===== config.mk =====
export PLATFORM = sky130hd
export DESIGN_NAME = gsch_sig
export DESIGN_NICKNAME = d
export VERILOG_FILES = /design/src/rtl/gsch_pkg.sv /design/src/rtl/gsch_sig.sv
export SDC_FILE = /design/constraint.sdc
export NUM_CORES = 1
export LEC_CHECK = 0
export CAP_MARGIN = 25
export CORE_UTILIZATION = 60
export DETAILED_ROUTE_END_ITERATION = 16
export DONT_BUFFER_PORTS = 1
export PLACE_DENSITY = 0.76
export SLEW_MARGIN = 30
export SYNTH_ARGS = -nofsm -noshare
export SYNTH_HDL_FRONTEND = slang
export SYNTH_SLANG_ARGS = --single-unit

===== constraint.sdc =====
create_clock -name aclk -period 20.3 [get_ports aclk]
set_clock_uncertainty 0.1 [all_clocks]
set_input_delay 2.03 -clock aclk [delete_from_list [all_inputs] [get_ports aclk]]
set_output_delay 2.03 -clock aclk [all_outputs]
set_load 0.01 [all_outputs]

===== src/rtl/gsch_pkg.sv =====
// Package for the sigmoid gain scheduler: register indexes, fixed-point
// constants and the logistic sigmoid knot table. No dependencies.
package gsch_pkg;

    localparam int CFG_IDX_W = 4;

    typedef enum logic [CFG_IDX_W-1:0] {
        REG_KC_HEAT   = 4'd0,
        REG_KC_COOL   = 4'd1,
        REG_KC_MID    = 4'd2,
        REG_TI_HEAT   = 4'd3,
        REG_TI_COOL   = 4'd4,
        REG_TD_HEAT   = 4'd5,
        REG_TD_COOL   = 4'd6,
        REG_STEEPNESS = 4'd7
    } gsch_reg_e;

    // per-stage load enables of the pipeline
    typedef struct packed {
        logic s1;
        logic s2;
        logic s3;
        logic s4;
        logic s5;
        logic s6;
        logic s7;
    } gsch_adv_t;

    localparam logic [14:0] SPLIT_Q78 = 15'd12800;

    // |arg| saturates the sigmoid at 16.0 (Q16), i.e. steep*|d| >= 100 * 2^20
    localparam logic [30:0] SAT_PROD  = 31'd104857600;
    // floor(x/100) = (x * RECIP100) >> 34 for x < 2^27
    localparam logic [27:0] RECIP100  = 28'd171798692;
    localparam int          RECIP100_SH = 34;
    // floor(x/5) for x < 2^18: (x * RECIP5) >> 21
    localparam logic [18:0] RECIP5    = 19'd419431;

    localparam int          TBL_BITS  = 24;
    localparam logic [24:0] P_ONE     = 25'd16777216;

    localparam logic [24:0] SIG_TABLE [0:32] = '{
        25'd8388608,  25'd10443135, 25'd12265128, 25'd13716624, 25'd14777323,
        25'd15504527, 25'd15981542, 25'd16285438, 25'd16475458, 25'd16592886,
        25'd16664929, 25'd16708930, 25'd16735732, 25'd16752030, 25'd16761931,
        25'd16767942, 25'd16771590, 25'd16773803, 25'd16775146, 25'd16775960,
        25'd16776454, 25'd16776754, 25'd16776936, 25'd16777046, 25'd16777113,
        25'd16777153, 25'd16777178, 25'd16777193, 25'd16777202, 25'd16777208,
        25'd16777211, 25'd16777213, 25'd16777216
    };

endpackage


===== src/rtl/gsch_sig.sv =====
// Sigmoid stages: knot lookup, linear interpolation, saturation, truncation and
// mirroring about 0.5. Uses gsch_pkg for the knot table.
module gsch_sig import gsch_pkg::*; #(
    parameter int SIGMOID_BITS = 16
) (
    input  logic                  aclk,
    input  logic                  en3,
    input  logic                  en4,
    input  logic                  en5,
    input  logic [54:0]           q,
    input  logic                  sat,
    input  logic                  neg,
    output logic [SIGMOID_BITS:0] s
);

    localparam logic [SIGMOID_BITS:0] ONE = (SIGMOID_BITS+1)'(1) << SIGMOID_BITS;

    logic [24:0]           lo3_reg;
    logic [20:0]           diff3_reg;
    logic [14:0]           frac3_reg;
    logic                  sat3_reg;
    logic                  neg3_reg;
    logic [24:0]           p4_reg;
    logic                  sat4_reg;
    logic                  neg4_reg;
    logic [SIGMOID_BITS:0] s5_reg;

    logic [5:0]            k;
    logic [24:0]           lo;
    logic [24:0]           hi;
    logic [24:0]           diff;
    logic [35:0]           ip;
    logic [24:0]           pt;
    logic [SIGMOID_BITS:0] ps;

    assign k    = {1'b0, q[RECIP100_SH+19:RECIP100_SH+15]};
    assign lo   = SIG_TABLE[k];
    assign hi   = SIG_TABLE[k + 6'd1];
    assign diff = hi - lo;
    assign ip   = 36'(diff3_reg) * 36'(frac3_reg);
    assign pt   = sat4_reg ? P_ONE : p4_reg;
    assign ps   = pt[TBL_BITS:TBL_BITS-SIGMOID_BITS];

    always_ff @(posedge aclk) begin
        if (en3) begin
            lo3_reg   <= lo;
            diff3_reg <= diff[20:0];
            frac3_reg <= q[RECIP100_SH+14:RECIP100_SH];
            sat3_reg  <= sat;
            neg3_reg  <= neg;
        end
        if (en4) begin
            p4_reg   <= lo3_reg + 25'(ip[35:15]);
            sat4_reg <= sat3_reg;
            neg4_reg <= neg3_reg;
        end
        if (en5) begin
            s5_reg <= neg4_reg ? (ONE - ps) : ps;
        end
    end

    assign s = s5_reg;

endmodule


Yosys cells after proc, flatten, opt, wreduce, memory -nomap -nowiden
Memories as Yosys holds them, arrays and structs flattened.
Cells that the tools add are included.
{"block": "classes", "mux": 6, "bitwise": 2, "n_lt_le_gt_ge": 2, "add_sub_neg": 4, "multipliers": 1}
{"operator": "two-way mux 25 bit", "n": 3}
{"operator": "two-way mux 21 bit", "n": 2}
{"operator": "multiplier 21 x 15 -> 36 bit", "n": 1}
{"operator": "adder 25 x 21 -> 25 bit", "n": 1}
{"operator": "subtractor 21 bit", "n": 1}
{"operator": "two-way mux 17 bit", "n": 1}
{"operator": "subtractor 17 bit (first input constant)", "n": 1}
{"operator": ">= comparator 7 bit (second input constant)", "n": 2}
{"operator": "NOT 5 -> 7 bit", "n": 1}
{"operator": "NOT 6 -> 7 bit", "n": 1}
{"operator": "adder 5 x 1 -> 6 bit (second input constant)", "n": 1}
{"block": "word_totals", "reg_bits": 107, "out_inout_bits": 17, "n_memories": 2, "mem_bits_ro": 3200, "elab_cells": 26, "in_bits": 61}
{"memory": "(no name shown)", "words": 64, "width": 25, "rd": 1, "rd_ports_with_merged_regs": 0, "wr": 0, "line_no": "gsch_sig.sv:38", "source": "assign hi = SIG_TABLE[k + 6'd1];"}
{"memory": "(no name shown)", "words": 64, "width": 25, "rd": 1, "rd_ports_with_merged_regs": 0, "wr": 0, "line_no": "gsch_sig.sv:37", "source": "assign lo = SIG_TABLE[k];"}

Depth between registers and ports, before layout
{"block": "depth", "depth_word": 6, "mapped_depth": 35, "mapped_depth_nobuf": 34}

Least setup slack after synthesis
No wires, ideal clock.
{"block": "synth_timing", "path_kind": "flip-flop to flip-flop", "from": "register diff3_reg[11]", "to": "register p4_reg[24], data pin", "setup_ns": 0.256, "required_ns": 19.944, "path_slack_ns": 12.510, "path_stages_with_launch": 33, "arrival_time_ns": 7.434, "period_less_slack_ns": 7.790, "path_buffers": 1, "path_cell_list": "edfxtp_1 clkbuf_1 and2_1 fa_1 inv_1 fa_1 inv_1 fa_1 fa_1 fa_1 inv_1 fa_1 inv_1 ha_1 nand4_1 a2111oi_2 a21oi_1 a21oi_1 nor2b_1 a211o_1 and2_1 o21a_1 nor2_1 xnor2_1 ha_1 or4_1 a221o_1 a31o_1 o211ai_2 a21o_1 a31oi_1 o21a_1 o211a_1"}
{"block": "synth_between", "elab_chain_cells": 2}
{"element": "start, declared", "line_no": "gsch_sig.sv:19", "source": "logic [20:0] diff3_reg;"}
{"element": "start signal, assigned", "line_no": "gsch_sig.sv:47", "source": "diff3_reg <= diff[20:0];"}
{"element": "multiplier 21 x 15 -> 36 bit", "line_no": "gsch_sig.sv:40", "source": "assign ip = 36'(diff3_reg) * 36'(frac3_reg);"}
{"element": "adder 25 x 21 -> 25 bit", "line_no": "gsch_sig.sv:53", "source": "p4_reg <= lo3_reg + 25'(ip[35:15]);"}
{"element": "end signal, assigned", "line_no": "gsch_sig.sv:53"}
{"element": "end, declared", "line_no": "gsch_sig.sv:23", "source": "logic [24:0] p4_reg;"}
Every way passes these cells.
A chain may end at the register's enable or synchronous reset.

Worst setup path after layout
{"block": "layout_timing", "from": "register frac3_reg[7]", "to": "register p4_reg[19], data pin"}
{"block": "layout_between", "elab_chain_cells": 2}
{"element": "start, declared", "line_no": "gsch_sig.sv:20", "source": "logic [14:0] frac3_reg;"}
{"element": "start signal, assigned", "line_no": "gsch_sig.sv:48", "source": "frac3_reg <= q[RECIP100_SH+14:RECIP100_SH];"}
{"element": "multiplier 21 x 15 -> 36 bit", "line_no": "gsch_sig.sv:40"}
{"element": "adder 25 x 21 -> 25 bit", "line_no": "gsch_sig.sv:53"}
Every way passes these cells.

==> impl_metrics.env <==
export IMPL_hold_path_class="flop to flop"
export IMPL_drc=0
export IMPL_num_antenna_cells=0
export IMPL_max_freq_mhz=113
export IMPL_area_delta_synth_final_pct=2.56
export IMPL_antenna_found_initial=0
export IMPL_dpl_cell_area_mm2=0.0166
export IMPL_period_needed_ps=8820
export IMPL_yosysSeqAreaShare_pct=17.7
export IMPL_cp_required_ps=20300
export IMPL_rows=60
export IMPL_async_flop_share_pct=0
export IMPL_cp_end_kind="flop"
export IMPL_pre_cts_slack_ps=11610
export IMPL_layout_drive_gt1_share_pct=2.12
export IMPL_rsz0062_at_grt="no"
export IMPL_hpwl_mm=29.4
export IMPL_slew_headroom_pct=34.9
export IMPL_gp_congestion=0.961
export IMPL_drtIter0Drc=942
export IMPL_largest_register_ffs=23
export IMPL_synth_cells=1817
export IMPL_vias=12300
export IMPL_synth_edf_count=97
export IMPL_slew_violations=0
export IMPL_worstPathMaxFanout=21
export IMPL_drtPass1Iterations=6
export IMPL_synth_warnings=0
export IMPL_io_pins=78
export IMPL_drtAntennaViolNets=0
export IMPL_grt_pass1_vias=12800
export IMPL_synth_nets=2274
export IMPL_synth_flop_cell="edfxtp_1"
export IMPL_fp_dieW_um=168
export IMPL_port_buffers=0
export IMPL_setup_slack_ps=11480
export IMPL_cts_root_buf="clkbuf_16"
export IMPL_synth_area_mm2=0.0164
export IMPL_htreeDepth=3
export IMPL_wirelength_mm=37.7
export IMPL_path_clk_slew_ps=70
export IMPL_setup_tns_ps=0
export IMPL_final_nets=2197
export IMPL_cts_made_buffers=9
export IMPL_via_per_inst=5.90
export IMPL_hold_violations=0
export IMPL_ctsHoldBuffers=0
export IMPL_cts_repair_resized=0
export IMPL_ys_ff_latch=97
export IMPL_tightest_slew_ps=977
export IMPL_cpMostUsedCell="fa_1"
export IMPL_status="completed"
export IMPL_clockBufferDepth=2
export IMPL_mostFrequentLayoutCell="inv_1"
export IMPL_cts_sinks=97
export IMPL_grt_pass1_wl_mm=63.6
export IMPL_setup_violations=0
export IMPL_critPathKind="flop to flop"
export IMPL_cts_setup_buffers=0
export IMPL_grt_start_max_net_pins=62
export IMPL_cts_tree="done"
export IMPL_fp_dieH_um=168
export IMPL_fillers=2263
export IMPL_grt_overflow_total=0
export IMPL_fin_crit_sh_pct=43.4
export IMPL_design_area_mm2=0.0169
export IMPL_gr_usage_all_layers_pct=28.6
export IMPL_crit_path_top_delay_cell="edfxtp_1"
export IMPL_coreArea_mm2=0.0270
export IMPL_synth_area_per_cell_um2=9.05
export IMPL_critPathArrivalTime_ps=8820
export IMPL_routedWlPerCell_um=18.1
export IMPL_worstSkewPairLatency_ps=360
export IMPL_ys_types=76
export IMPL_max_cap_viol_count=0
export IMPL_dieArea_mm2=0.0281
export IMPL_cp_start_kind="flop"
export IMPL_crit_path_max_incr_delay_ps=990
export IMPL_start_util_pct=61.0
export IMPL_final_cell_mix="310 x inv_1, 245 x fa_1, 201 x nand2_1"
## worst max-delay path, delay by kind of cell (launching register included)
kind            cells  cell delay, ps
fa+ha+maj           8            3550
compound gates      9            1920
simple gates        9            1610
flops               1             990
xor+xnor            2             180
buf+inv             3             170
## cell type report
cell class / count / area, um2 / area share [%]
Multi-Input combinational cell: 1315 / 12000 / 71.3
Timing Repair Buffer: 4 / 30.0 / 0.178
Clock buffer: 11 / 233 / 1.38
Inverter: 313 / 1170 / 6.97
Tap cell: 341 / 427 / 2.53
Sequential cell: 97 / 2910 / 17.3
Clock inverter: 5 / 70.1 / 0.415
## kinds of logic (layout without fill, tap and decap cells)
| family | Yosys count | after routing | synth area share, % |
|---|---|---|---|
| xor gates and xnor gates | 50 | 50 | 2.71 |
| AOI/OAI and AO/OA | 283 | 283 | 11.4 |
| adders and majority gates | 396 | 396 | 41.3 |
| DFF | 97 | 97 | 17.7 |
| muxes | 8 | 8 | 0.571 |
| buffers and inverters | 405 | 333 | 9.26 |
| and+or+nand+nor | 578 | 578 | 17.0 |
## synth_stat cells, types with 4 or more instances
cell type	n	area share (%)
fa_1	245	30
a21boi_1	4	0.18
edfxtp_1	97	18
nand2_1	201	4.6
a31oi_1	10	0.38
nand2b_1	7	0.27
a21o_1	16	0.73
o21a_1	20	0.91
xor2_1	12	0.64
a21oi_1	72	2.2
nor2_1	108	2.5
a2111oi_0	4	0.21
clkbuf_1	84	1.9
nand3_1	14	0.43
o31ai_1	7	0.32
nand4_1	6	0.23
buf_1	6	0.14
o311ai_0	5	0.27
inv_1	310	7.1
o21ai_0	50	1.5
or3_1	7	0.27
xnor2_1	37	2.0
o41ai_1	5	0.27
o21ai_1	11	0.33
a211oi_1	17	0.78
nor2b_1	17	0.65
and2_1	181	6.9
ha_1	151	11
o211ai_1	5	0.23
nor3_1	23	0.70
o22ai_1	13	0.49
mux2i_1	6	0.37
## final timing paths
| kind | start | to | slack, ps | depth (start not counted) |
|---|---|---|---|---|
| max | frac3_reg[7]$_DFFE_PP_ | p4_reg[19]$_DFFE_PP_ | 11480 | 31 |
| min | neg3_reg$_DFFE_PP_ | neg4_reg$_DFFE_PP_ | 330 | 0 |
| max reg2reg | frac3_reg[7]$_DFFE_PP_ | p4_reg[19]$_DFFE_PP_ | 11480 | 31 |
| min reg2reg | neg3_reg$_DFFE_PP_ | neg4_reg$_DFFE_PP_ | 330 | 0 |
## layer usage
| layer | up-vias | global-route usage (%) | share of wire (%) |
|---|---|---|---|
| li1 | 5670 | - | - |
| met1 | 6112 | 37.2 | 41 |
| met4 | 0 | 10.7 | 3.3 |
| met2 | 445 | 49.1 | 49 |
| met3 | 86 | 3.55 | 6.3 |
| met5 | - | 0 | 0 |
## stage by stage
step | std cells | hold slack [ps] | utilization, %
2_1_floorplan | 1817 | 300 | -
3_3_place_gp | 2070 | 301 | 61.4
3_5_place_dp | 2070 | 305 | 61.4
4_1_cts | 2086 | 327 | 62.6
5_1_grt | 2086 | 352 | 62.6
6_report | 2086 | 326 | 62.6
Power is not shown: default switching activity piles up to over one toggle a cycle in this logic, so the estimate is an artifact.
