==> src/rtl/gsch_pkg.sv <==
// Package for the sigmoid gain scheduler: register indexes, fixed-point
// constants and the logistic sigmoid knot table. No dependencies.
package gsch_pkg;

    localparam int CFG_IDX_W = 4;

    typedef enum logic [CFG_IDX_W-1:0] {
        REG_KC_HEAT   = 4'd0,
        REG_KC_COOL   = 4'd1,
        REG_KC_MID    = 4'd2,
        REG_TI_HEAT   = 4'd3,
        REG_TI_COOL   = 4'd4,
        REG_TD_HEAT   = 4'd5,
        REG_TD_COOL   = 4'd6,
        REG_STEEPNESS = 4'd7
    } gsch_reg_e;

    // per-stage load enables of the pipeline
    typedef struct packed {
        logic s1;
        logic s2;
        logic s3;
        logic s4;
        logic s5;
        logic s6;
        logic s7;
    } gsch_adv_t;

    localparam logic [14:0] SPLIT_Q78 = 15'd12800;

    // |arg| saturates the sigmoid at 16.0 (Q16), i.e. steep*|d| >= 100 * 2^20
    localparam logic [30:0] SAT_PROD  = 31'd104857600;
    // floor(x/100) = (x * RECIP100) >> 34 for x < 2^27
    localparam logic [27:0] RECIP100  = 28'd171798692;
    localparam int          RECIP100_SH = 34;
    // floor(x/5) for x < 2^18: (x * RECIP5) >> 21
    localparam logic [18:0] RECIP5    = 19'd419431;

    localparam int          TBL_BITS  = 24;
    localparam logic [24:0] P_ONE     = 25'd16777216;

    localparam logic [24:0] SIG_TABLE [0:32] = '{
        25'd8388608,  25'd10443135, 25'd12265128, 25'd13716624, 25'd14777323,
        25'd15504527, 25'd15981542, 25'd16285438, 25'd16475458, 25'd16592886,
        25'd16664929, 25'd16708930, 25'd16735732, 25'd16752030, 25'd16761931,
        25'd16767942, 25'd16771590, 25'd16773803, 25'd16775146, 25'd16775960,
        25'd16776454, 25'd16776754, 25'd16776936, 25'd16777046, 25'd16777113,
        25'd16777153, 25'd16777178, 25'd16777193, 25'd16777202, 25'd16777208,
        25'd16777211, 25'd16777213, 25'd16777216
    };

endpackage

==> src/rtl/gsch_blend.sv <==
// One blend lane: heat*(1-s) + cool*s, rounded half up and saturated to
// 16 bits over two stages. Uses gsch_pkg.
module gsch_blend import gsch_pkg::*; #(
    parameter int SIGMOID_BITS = 16
) (
    input  logic                  aclk,
    input  logic                  en6,
    input  logic                  en7,
    input  logic [15:0]           heat,
    input  logic [15:0]           cool,
    input  logic [SIGMOID_BITS:0] s,
    output logic [15:0]           eff
);

    localparam int PW = SIGMOID_BITS + 17;
    localparam logic [SIGMOID_BITS:0] ONE  = (SIGMOID_BITS+1)'(1) << SIGMOID_BITS;
    localparam logic [PW-1:0]         HALF = PW'(1) << (SIGMOID_BITS - 1);

    logic [PW-1:0] a6_reg;
    logic [PW-1:0] b6_reg;
    logic [15:0]   eff7_reg;

    logic [SIGMOID_BITS:0] sc;
    logic [PW-1:0]         acc;
    logic [PW-1:0]         r;

    assign sc  = ONE - s;
    assign acc = a6_reg + b6_reg + HALF;
    assign r   = acc >> SIGMOID_BITS;

    always_ff @(posedge aclk) begin
        if (en6) begin
            a6_reg <= PW'(heat) * PW'(sc);
            b6_reg <= PW'(cool) * PW'(s);
        end
        if (en7) begin
            eff7_reg <= (r > PW'(16'hFFFF)) ? 16'hFFFF : r[15:0];
        end
    end

    assign eff = eff7_reg;

endmodule

==> config.mk <==
export PLATFORM = sky130hd
export DESIGN_NAME = gsch_blend
export DESIGN_NICKNAME = d
export VERILOG_FILES = /design/src/rtl/gsch_pkg.sv /design/src/rtl/gsch_blend.sv
export SDC_FILE = /design/constraint.sdc
export NUM_CORES = 1
export LEC_CHECK = 0
export BUFFER_PORTS_ARGS = -buffer_cell sky130_fd_sc_hd__buf_2
export CAP_MARGIN = 20
export CORE_ASPECT_RATIO = 1.4
export CORE_MARGIN = 10
export CORE_UTILIZATION = 45
export CTS_BUF_LIST = sky130_fd_sc_hd__clkbuf_2
export CTS_CLUSTER_DIAMETER = 60
export DETAILED_ROUTE_END_ITERATION = 16
export MAX_ROUTING_LAYER = met4
export SLEW_MARGIN = 10
export SYNTH_ARGS = -nofsm -noshare
export SYNTH_HDL_FRONTEND = slang
export SYNTH_SLANG_ARGS = --single-unit
==> constraint.sdc <==
create_clock -name aclk -period 9.5 [get_ports aclk]
set_clock_uncertainty 0.2 [all_clocks]
set_input_delay 0.95 -clock aclk [delete_from_list [all_inputs] [get_ports aclk]]
set_output_delay 0.95 -clock aclk [all_outputs]
set_load 0.05 [all_outputs]
## Word-level counts from Yosys, hierarchy flattened

Cells that the tools add are included.

| operators by class | value |
|---|---|
| $add $sub $neg | 3 |
| multipliers | 2 |
| magnitude comparators | 1 |

Operators by type and width:

| cell | number |
|---|---|
| 16-bit by 17-bit multiplier with 33-bit output | 2 |
| 33-bit by 16-bit adder with 33-bit output, second input constant | 1 |
| 33-bit adder | 1 |
| 17-bit by 16-bit greater-than comparator with 1-bit output, second input constant | 1 |
| 17-bit subtractor, first input constant | 1 |

| word-level totals | value |
|---|---|
| output and inout bits | 16 |
| bits in registers | 82 |
| bits of input ports | 52 |

## Logic depth before layout (Yosys ltp)

Gate-level depths: netlist of the first run.

| depth | value |
|---|---|
| word-level depth | 3 |
| gate-level depth with buffers | 32 |
| mapped depth without buffers | 29 |

## Least setup slack after synthesis of the first run

OpenSTA, ideal clock, no wires.

| timing | value |
|---|---|
| path kind | input port to flip-flop |
| from | input port s[0] |
| to | register a6_reg[31], data pin |
| slack | 1.300 ns |
| arrival | 7.742 ns |
| data required time | 9.042 ns |
| cell stages on the path | 31 |
| cell sequence | clkbuf_1 -> clkbuf_1 -> inv_1 -> ha_1 -> nand2_1 -> nor3_1 -> xnor2_1 -> clkbuf_1 -> nand2_1 -> fa_1 -> inv_1 -> fa_1 -> inv_1 -> fa_1 -> inv_1 -> fa_1 -> fa_1 -> inv_1 -> fa_1 -> inv_1 -> ha_1 -> a211o_1 -> a311o_1 -> a41oi_2 -> o211ai_2 -> o22ai_2 -> o21ai_2 -> a211oi_2 -> o21bai_1 -> a21oi_2 -> xnor2_1 |

| between the ends | value |
|---|---|
| cells in the longest elaborated chain, start to end | 2 |

RTL lines:

| what | RTL line | text |
|---|---|---|
| start, declared | gsch_blend.sv:11 | `input logic [SIGMOID_BITS:0] s,` |
| 17-bit subtractor | gsch_blend.sv:27 | `assign sc = ONE - s;` |
| 16-bit by 17-bit multiplier with 33-bit output | gsch_blend.sv:33 | `a6_reg <= PW'(heat) * PW'(sc);` |
| end signal, assigned | gsch_blend.sv:33 |  |
| end, declared | gsch_blend.sv:19 | `logic [PW-1:0] a6_reg;` |

Every way passes these cells.
A chain may end at the register's enable or synchronous reset.

## Worst setup path in the final report of the first run

| timing | value |
|---|---|
| from | input port s[2] |
| to | register a6_reg[31], data pin |

The elaborated chain is that of the path after synthesis.

==> summary.txt, run 1 <==
Routing
  • Max Used Layer: met4
  • Routed length on met2: 30000 um
  • DRC Markers: 0
  • DR vias/cell: 5.27
  • Routed wl met3: 2250 um
  • 1st-iter DRT viols: 618
  • WL met1: 22200 um
  • TritonRoute pass-1 iters: 5
  • Routed len/inst: 18.8 um
  • Antenna-violating nets left: 0
  • Routed wire length: 56700 um
  • DR vias: 15877

Min path
  • HP Class: in2reg
  • Hold path depth: 1

Placement
  • Port bufs: 67
  • HPWL Detailed: 45200 um
  • GPL Wtd Cong: 0.892

Critical path
  • Most used cell along the critical path: fa_1
  • Worst r2r path cells: 12
  • Worst EP required: 9.72 ns
  • Top delay family on crit path: adder cells
  • Worst path arrival time: 8.49 ns
  • Critical path's largest stage delay: 0.81 ns
  • Crit path depth: 28
  • Buffers & Inverters on Critical Path: 5
  • Critical path class: in2reg
  • Worst setup SP type: input port
  • Element type at the critical path end: register
  • Crit Path Max Fanout: 9
  • Worst path slowest cell: xor2_1

STA
  • RSZ-0062 raised after global routing: false
  • Worst-Margin Slew: 1.02 ns
  • Max Clk Rate: 0.121 GHz
  • Final hold vios: 0
  • TNS Setup: 0 ns
  • Min cycle time layout: 8.27 ns
  • Slew Limit Fails: 0
  • Slew HR: 31.8%
  • Finish-stage setup viols: 0
  • Worst hold slack: 0.545 ns
  • Final Cycle Share: 87.0%

Yosys
  • Number of distinct library cells after synthesis: 64
  • Synth async-reset ratio: 0%
  • Synth Net Count: 3099
  • Avg Cell Area, Syn: 9.34 sq um
  • Synth Warn #: 0
  • Area leader, netlist: fa_1
  • Top cells by area, synth: fa_1 (38%), ha_1 (15%), edfxtp_1 (11%)
  • Post-synthesis sequential area ratio: 11.2%
  • Area share of the largest cell type after synthesis: 37.8%
  • Top-count cell post-synth: inv_1
  • Syn Inst Count: 2359
  • FF+latch count, synth: 82
  • EDFF count, synth: 82
  • Commonest cells post-synth: inv_1 (497), fa_1 (416), nand2_1 (347), ha_1 (272), and2_1 (255)
  • Synthesized area: 22000 sq um
  • Ys flop type: edfxtp_1

Die
  • Full die area: 58300 sq um
  • Die width: 207 um
  • I/O pin cnt: 68
  • Cell Rows: 95
  • Die height: 282 um
  • CORE AREA: 48300 sq um
  • Initial Util: 45.7%

Global route
  • Initial antenna violation count: 2
  • Vias in the first global route: 17946
  • Total gr overflow: 0
  • Largest net degree at the start of global routing: 67
  • Global-route wire length before repair: 93600 um
  • GRT Overall Usage: 20.7%

Final layout
  • Layout cells sized above 1: 5.42%
  • Area delta synth->final: 5.21%
  • Nets: 3114

Clock tree
  • Clock buffer count from CTS: 9
  • H-Tree Level Count: 3
  • Post_cts resized: 0
  • Hold-fix buffers, CTS: 0
  • Clock Sink Count: 82
  • CTS Buffer Depth: 2
  • CTS tree: yes
  • Clock Latency Late Sink: 0.68 ns
  • Worst-path clk slew: 0.31 ns
  • CTS root buf: clkbuf_2
  • Post-CTS setup buffer count: 0

Status
  • Status: finished clean

Flow run
  • Max Cap Viol: 0
## worst reg2reg max path, cell delays in order, from the launching register on
cell and delay [ns]:
edfxtp_1 0.56, ha_1 0.35, ha_1 0.40, a21oi_1 0.11, o21ai_1 0.20, nor4_1 0.07, o211ai_1 0.15, nand3_1 0.28
a211o_1 0.41, a31oi_2 0.29, o41ai_4 0.11, xnor2_2 0.70, o21ai_1 0.28
## layout by cell type, fill, tap and decap left out, drive strengths merged, types with 3 or more instances in the layout
cell / Yosys / final
inv: 497 / 501
fa: 416 / 416
nand2: 347 / 347
ha: 272 / 272
and2: 255 / 255
buf: 7 / 96
edfxtp: 82 / 82
xnor2: 62 / 62
a21oi: 57 / 57
nor2: 44 / 44
o21ai: 35 / 35
a21o: 33 / 33
xor2: 25 / 25
nor3: 14 / 14
o21bai: 11 / 11
nand3: 9 / 9
nand2b: 9 / 9
o21a: 9 / 9
clkbuf: 85 / 9
and3: 8 / 8
a211o: 7 / 7
a211oi: 7 / 7
nor4: 6 / 6
nor2b: 6 / 6
nand4: 5 / 5
a41oi: 5 / 5
a2bb2oi: 4 / 4
a31oi: 4 / 4
o211ai: 4 / 4
or2: 4 / 4
a32oi: 3 / 3
o31ai: 3 / 3
## per-layer routing
metal | GRT usage, % | vias to the layer above
met2 | 37.5 | 388
met3 | 1.78 | 97
li1 | - | 7249
met4 | 8.78 | 0
met1 | 23.1 | 8143
met5 | - | -
## layout make-up
cell class              count  area (sq um)
clock buffers               9          45.0
flip-flops and latches     82          2460
well taps                 630           788
multi-input cells        1688         17400
repair buffers             96           553
diodes                      2          5.00
inverters                 497          1870
fillers                  4701         25100
clock inverters             7           105
## path summary, 6_finish.rpt
path | start | to | slack (ns)
worst max register to register | a6_reg[17] | eff[12] | 5.12
worst max-delay path | s[2] | a6_reg[31] | 1.23
worst min register to register | b6_reg[31] | eff[15] | 0.66
worst min-delay path | en7 | eff[6] | 0.55
## stage by stage
| step | util (%) | instance area, sq um | setup slack, ns | cells |
|---|---|---|---|---|
| after floorplan | - | 22000 | 1.30 | 2359 |
| after global placement | 47.7 | 23000 | 0.718 | 2993 |
| after detailed placement | 47.7 | 23000 | 0.622 | 2993 |
| after CTS | 48.0 | 23200 | 1.37 | 3009 |
| after global routing | 48.0 | 23200 | 0.802 | 3011 |
| final | 48.0 | 23200 | 1.23 | 3011 |
## logic make-up (layout without fill, tap and decap cells)
group | count (synthesis) | count (layout) | synth area share [%]
AOI/OAI and AO/OA | 199 | 199 | 6.29
adders and majority gates | 688 | 688 | 53.2
other | 0 | 2 | 0
buffers and inverters | 589 | 609 | 10.0
and+or+nand+nor | 714 | 714 | 15.7
DFF | 82 | 82 | 11.2
xor gates and xnor gates | 87 | 87 | 3.49
Power of run 1 is not shown: default switching activity piles up to over one toggle a cycle in this logic, so the estimate is an artifact.
==> run 2, diff against run 1 <==
--- a/config.mk
+++ b/config.mk
@@ -14,6 +14,7 @@
 export CTS_CLUSTER_DIAMETER = 60
 export DETAILED_ROUTE_END_ITERATION = 16
 export MAX_ROUTING_LAYER = met4
+export RECOVER_POWER = 100
 export SLEW_MARGIN = 10
 export SYNTH_ARGS = -nofsm -noshare
 export SYNTH_HDL_FRONTEND = slang
==> constraint.sdc (replaced) <==
create_clock -name aclk -period 7.7 [get_ports aclk]
set_clock_uncertainty 0.2 [all_clocks]
set_input_delay 0.77 -clock aclk [delete_from_list [all_inputs] [get_ports aclk]]
set_output_delay 0.77 -clock aclk [all_outputs]
set_load 0.05 [all_outputs]
==> run 2 against run 1 <==
- the run now ends with capacitance limit, slew limit left
- critical path depth grew 2
- global-route usage shrank 0.11 points
- hold slack lost 0.086 ns
- die area is the same
- largest cell class unchanged
==> summary.txt, run 2 (same netlist as run 1, synthesis figures left out) <==
Global route
  • Largest net degree at the start of global routing: 67
  • Total gr overflow: 0
  • Global-route wire length before repair: 94000 um
  • Initial antenna violation count: 3
  • GRT Overall Usage: 20.6%
  • Vias in the first global route: 18176

STA
  • Worst-Margin Slew: 3.67 ns
  • Final Cycle Share: 95.7%
  • Worst hold slack: 0.459 ns
  • Final hold vios: 0
  • Slew Limit Fails: 83
  • TNS Setup: 0 ns
  • Finish-stage setup viols: 0
  • Min cycle time layout: 7.37 ns
  • Max Clk Rate: 0.136 GHz
  • Min setup slack post-route: 0.329 ns
  • Slew HR: -145%

Routing
  • Routed len/inst: 18.3 um
  • Antenna-violating nets left: 0
  • TritonRoute pass-1 iters: 5
  • Routed wire length: 56600 um
  • 1st-iter DRT viols: 644
  • DRC Markers: 0
  • DR vias: 16262
  • DR vias/cell: 5.25

Critical path
  • Worst setup SP type: input port
  • Critical path's largest stage delay: 0.53 ns
  • Crit Path Max Fanout: 11
  • Element type at the critical path end: register
  • Critical path class: in2reg
  • Worst EP required: 7.94 ns
  • R2R setup slack: 2.57 ns
  • Most used cell along the critical path: fa_1
  • Worst path slowest cell: fa_1
  • Worst path arrival time: 7.61 ns

Status
  • Status: finished with violations
  • Failing checks: capacitance limit, slew limit

Die
  • Full die area: 58300 sq um
  • Cell Rows: 95
  • I/O pin cnt: 68
  • Die width: 207 um
  • CORE AREA: 48300 sq um
  • Initial Util: 45.7%
  • Die height: 282 um

Min path
  • HP Class: in2reg

Final layout
  • Commonest non-fill, non-tap cell in the layout: inv_1
  • Most frequent cells in the layout: inv_1 (497), fa_1 (416), nand2_1 (347)
  • Final Util: 49.5%
  • Area delta synth->final: 8.46%
  • Nets: 3202
  • Layout cells sized above 1: 7.94%

Clock tree
  • Post-CTS setup buffer count: 0
  • Clock Latency Late Sink: 0.66 ns
  • Hold-fix buffers, CTS: 0
  • CTS root buf: clkbuf_2
  • Clock buffer count from CTS: 9
  • Post_cts resized: 0
  • Clock Sink Count: 82
  • CTS tree: yes
  • CTS Buffer Depth: 2
  • H-Tree Level Count: 3
  • Worst-path clk slew: 0.27 ns

Placement
  • GPL Wtd Cong: 0.886
  • Pre-CTS setup slack: -0.433 ns
  • Port bufs: 67
  • HPWL Detailed: 47500 um

Flow run
  • Max Cap Viol: 2
run 2: changes by cell type in the layout (fill, tap and decap cells not counted), moves of 3 or more:
| cell | delta |
|---|---|
| and2_0 | +9 |
| and2_1 | -9 |
| buf_12 | +8 |
| buf_2 | -18 |
| buf_4 | +74 |
| clkbuf_1 | +24 |
| inv_6 | -3 |
| nor3_1 | -3 |
| o21ai_0 | +7 |
| o21ai_1 | -7 |
run 2: routing by layer:
| metal | GRT usage, % | wire length, um |
|---|---|---|
| met2 | 38.9 | 31200 |
| met1 | 22.7 | 22100 |
| met5 | - | 0 |
| met4 | 6.68 | 1630 |
| met3 | 1.34 | 1690 |
run 2: worst paths after layout:
check        cells after the start  startpoint         end
max reg2reg                     12   a6_reg[6]     eff[12]
max                             30        s[3]  a6_reg[31]
min reg2reg                      3  b6_reg[32]     eff[15]
min                              2     heat[0]   a6_reg[0]
run 2: critical path: cells and delay by family:
kind | cells | cell delay (ns)
fa+ha+maj | 7 | 3.20
simple gates | 6 | 1.00
compound gates | 9 | 1.94
xor+xnor | 2 | 0.17
buf+inv | 6 | 0.51
run 2: stage by stage:
step / instances / instance area (sq um)
floorplan: 2359 / 22100
detailed placement: 3081 / 23800
CTS: 3097 / 23900
global placement: 3081 / 23800
global route: 3100 / 23900
finish: 3100 / 23900
run 2: layout make-up:
type	instances	area [sq um]
sequential	82	2460
tap	630	788
antenna	3	7.51
clock buffer	9	45.0
clock inverter	7	72.6
fill	4775	24400
inverter	497	1870
multi-input combinational	1688	17400
timing repair buffer	184	1270
Power of run 2 is left out for the same reason.
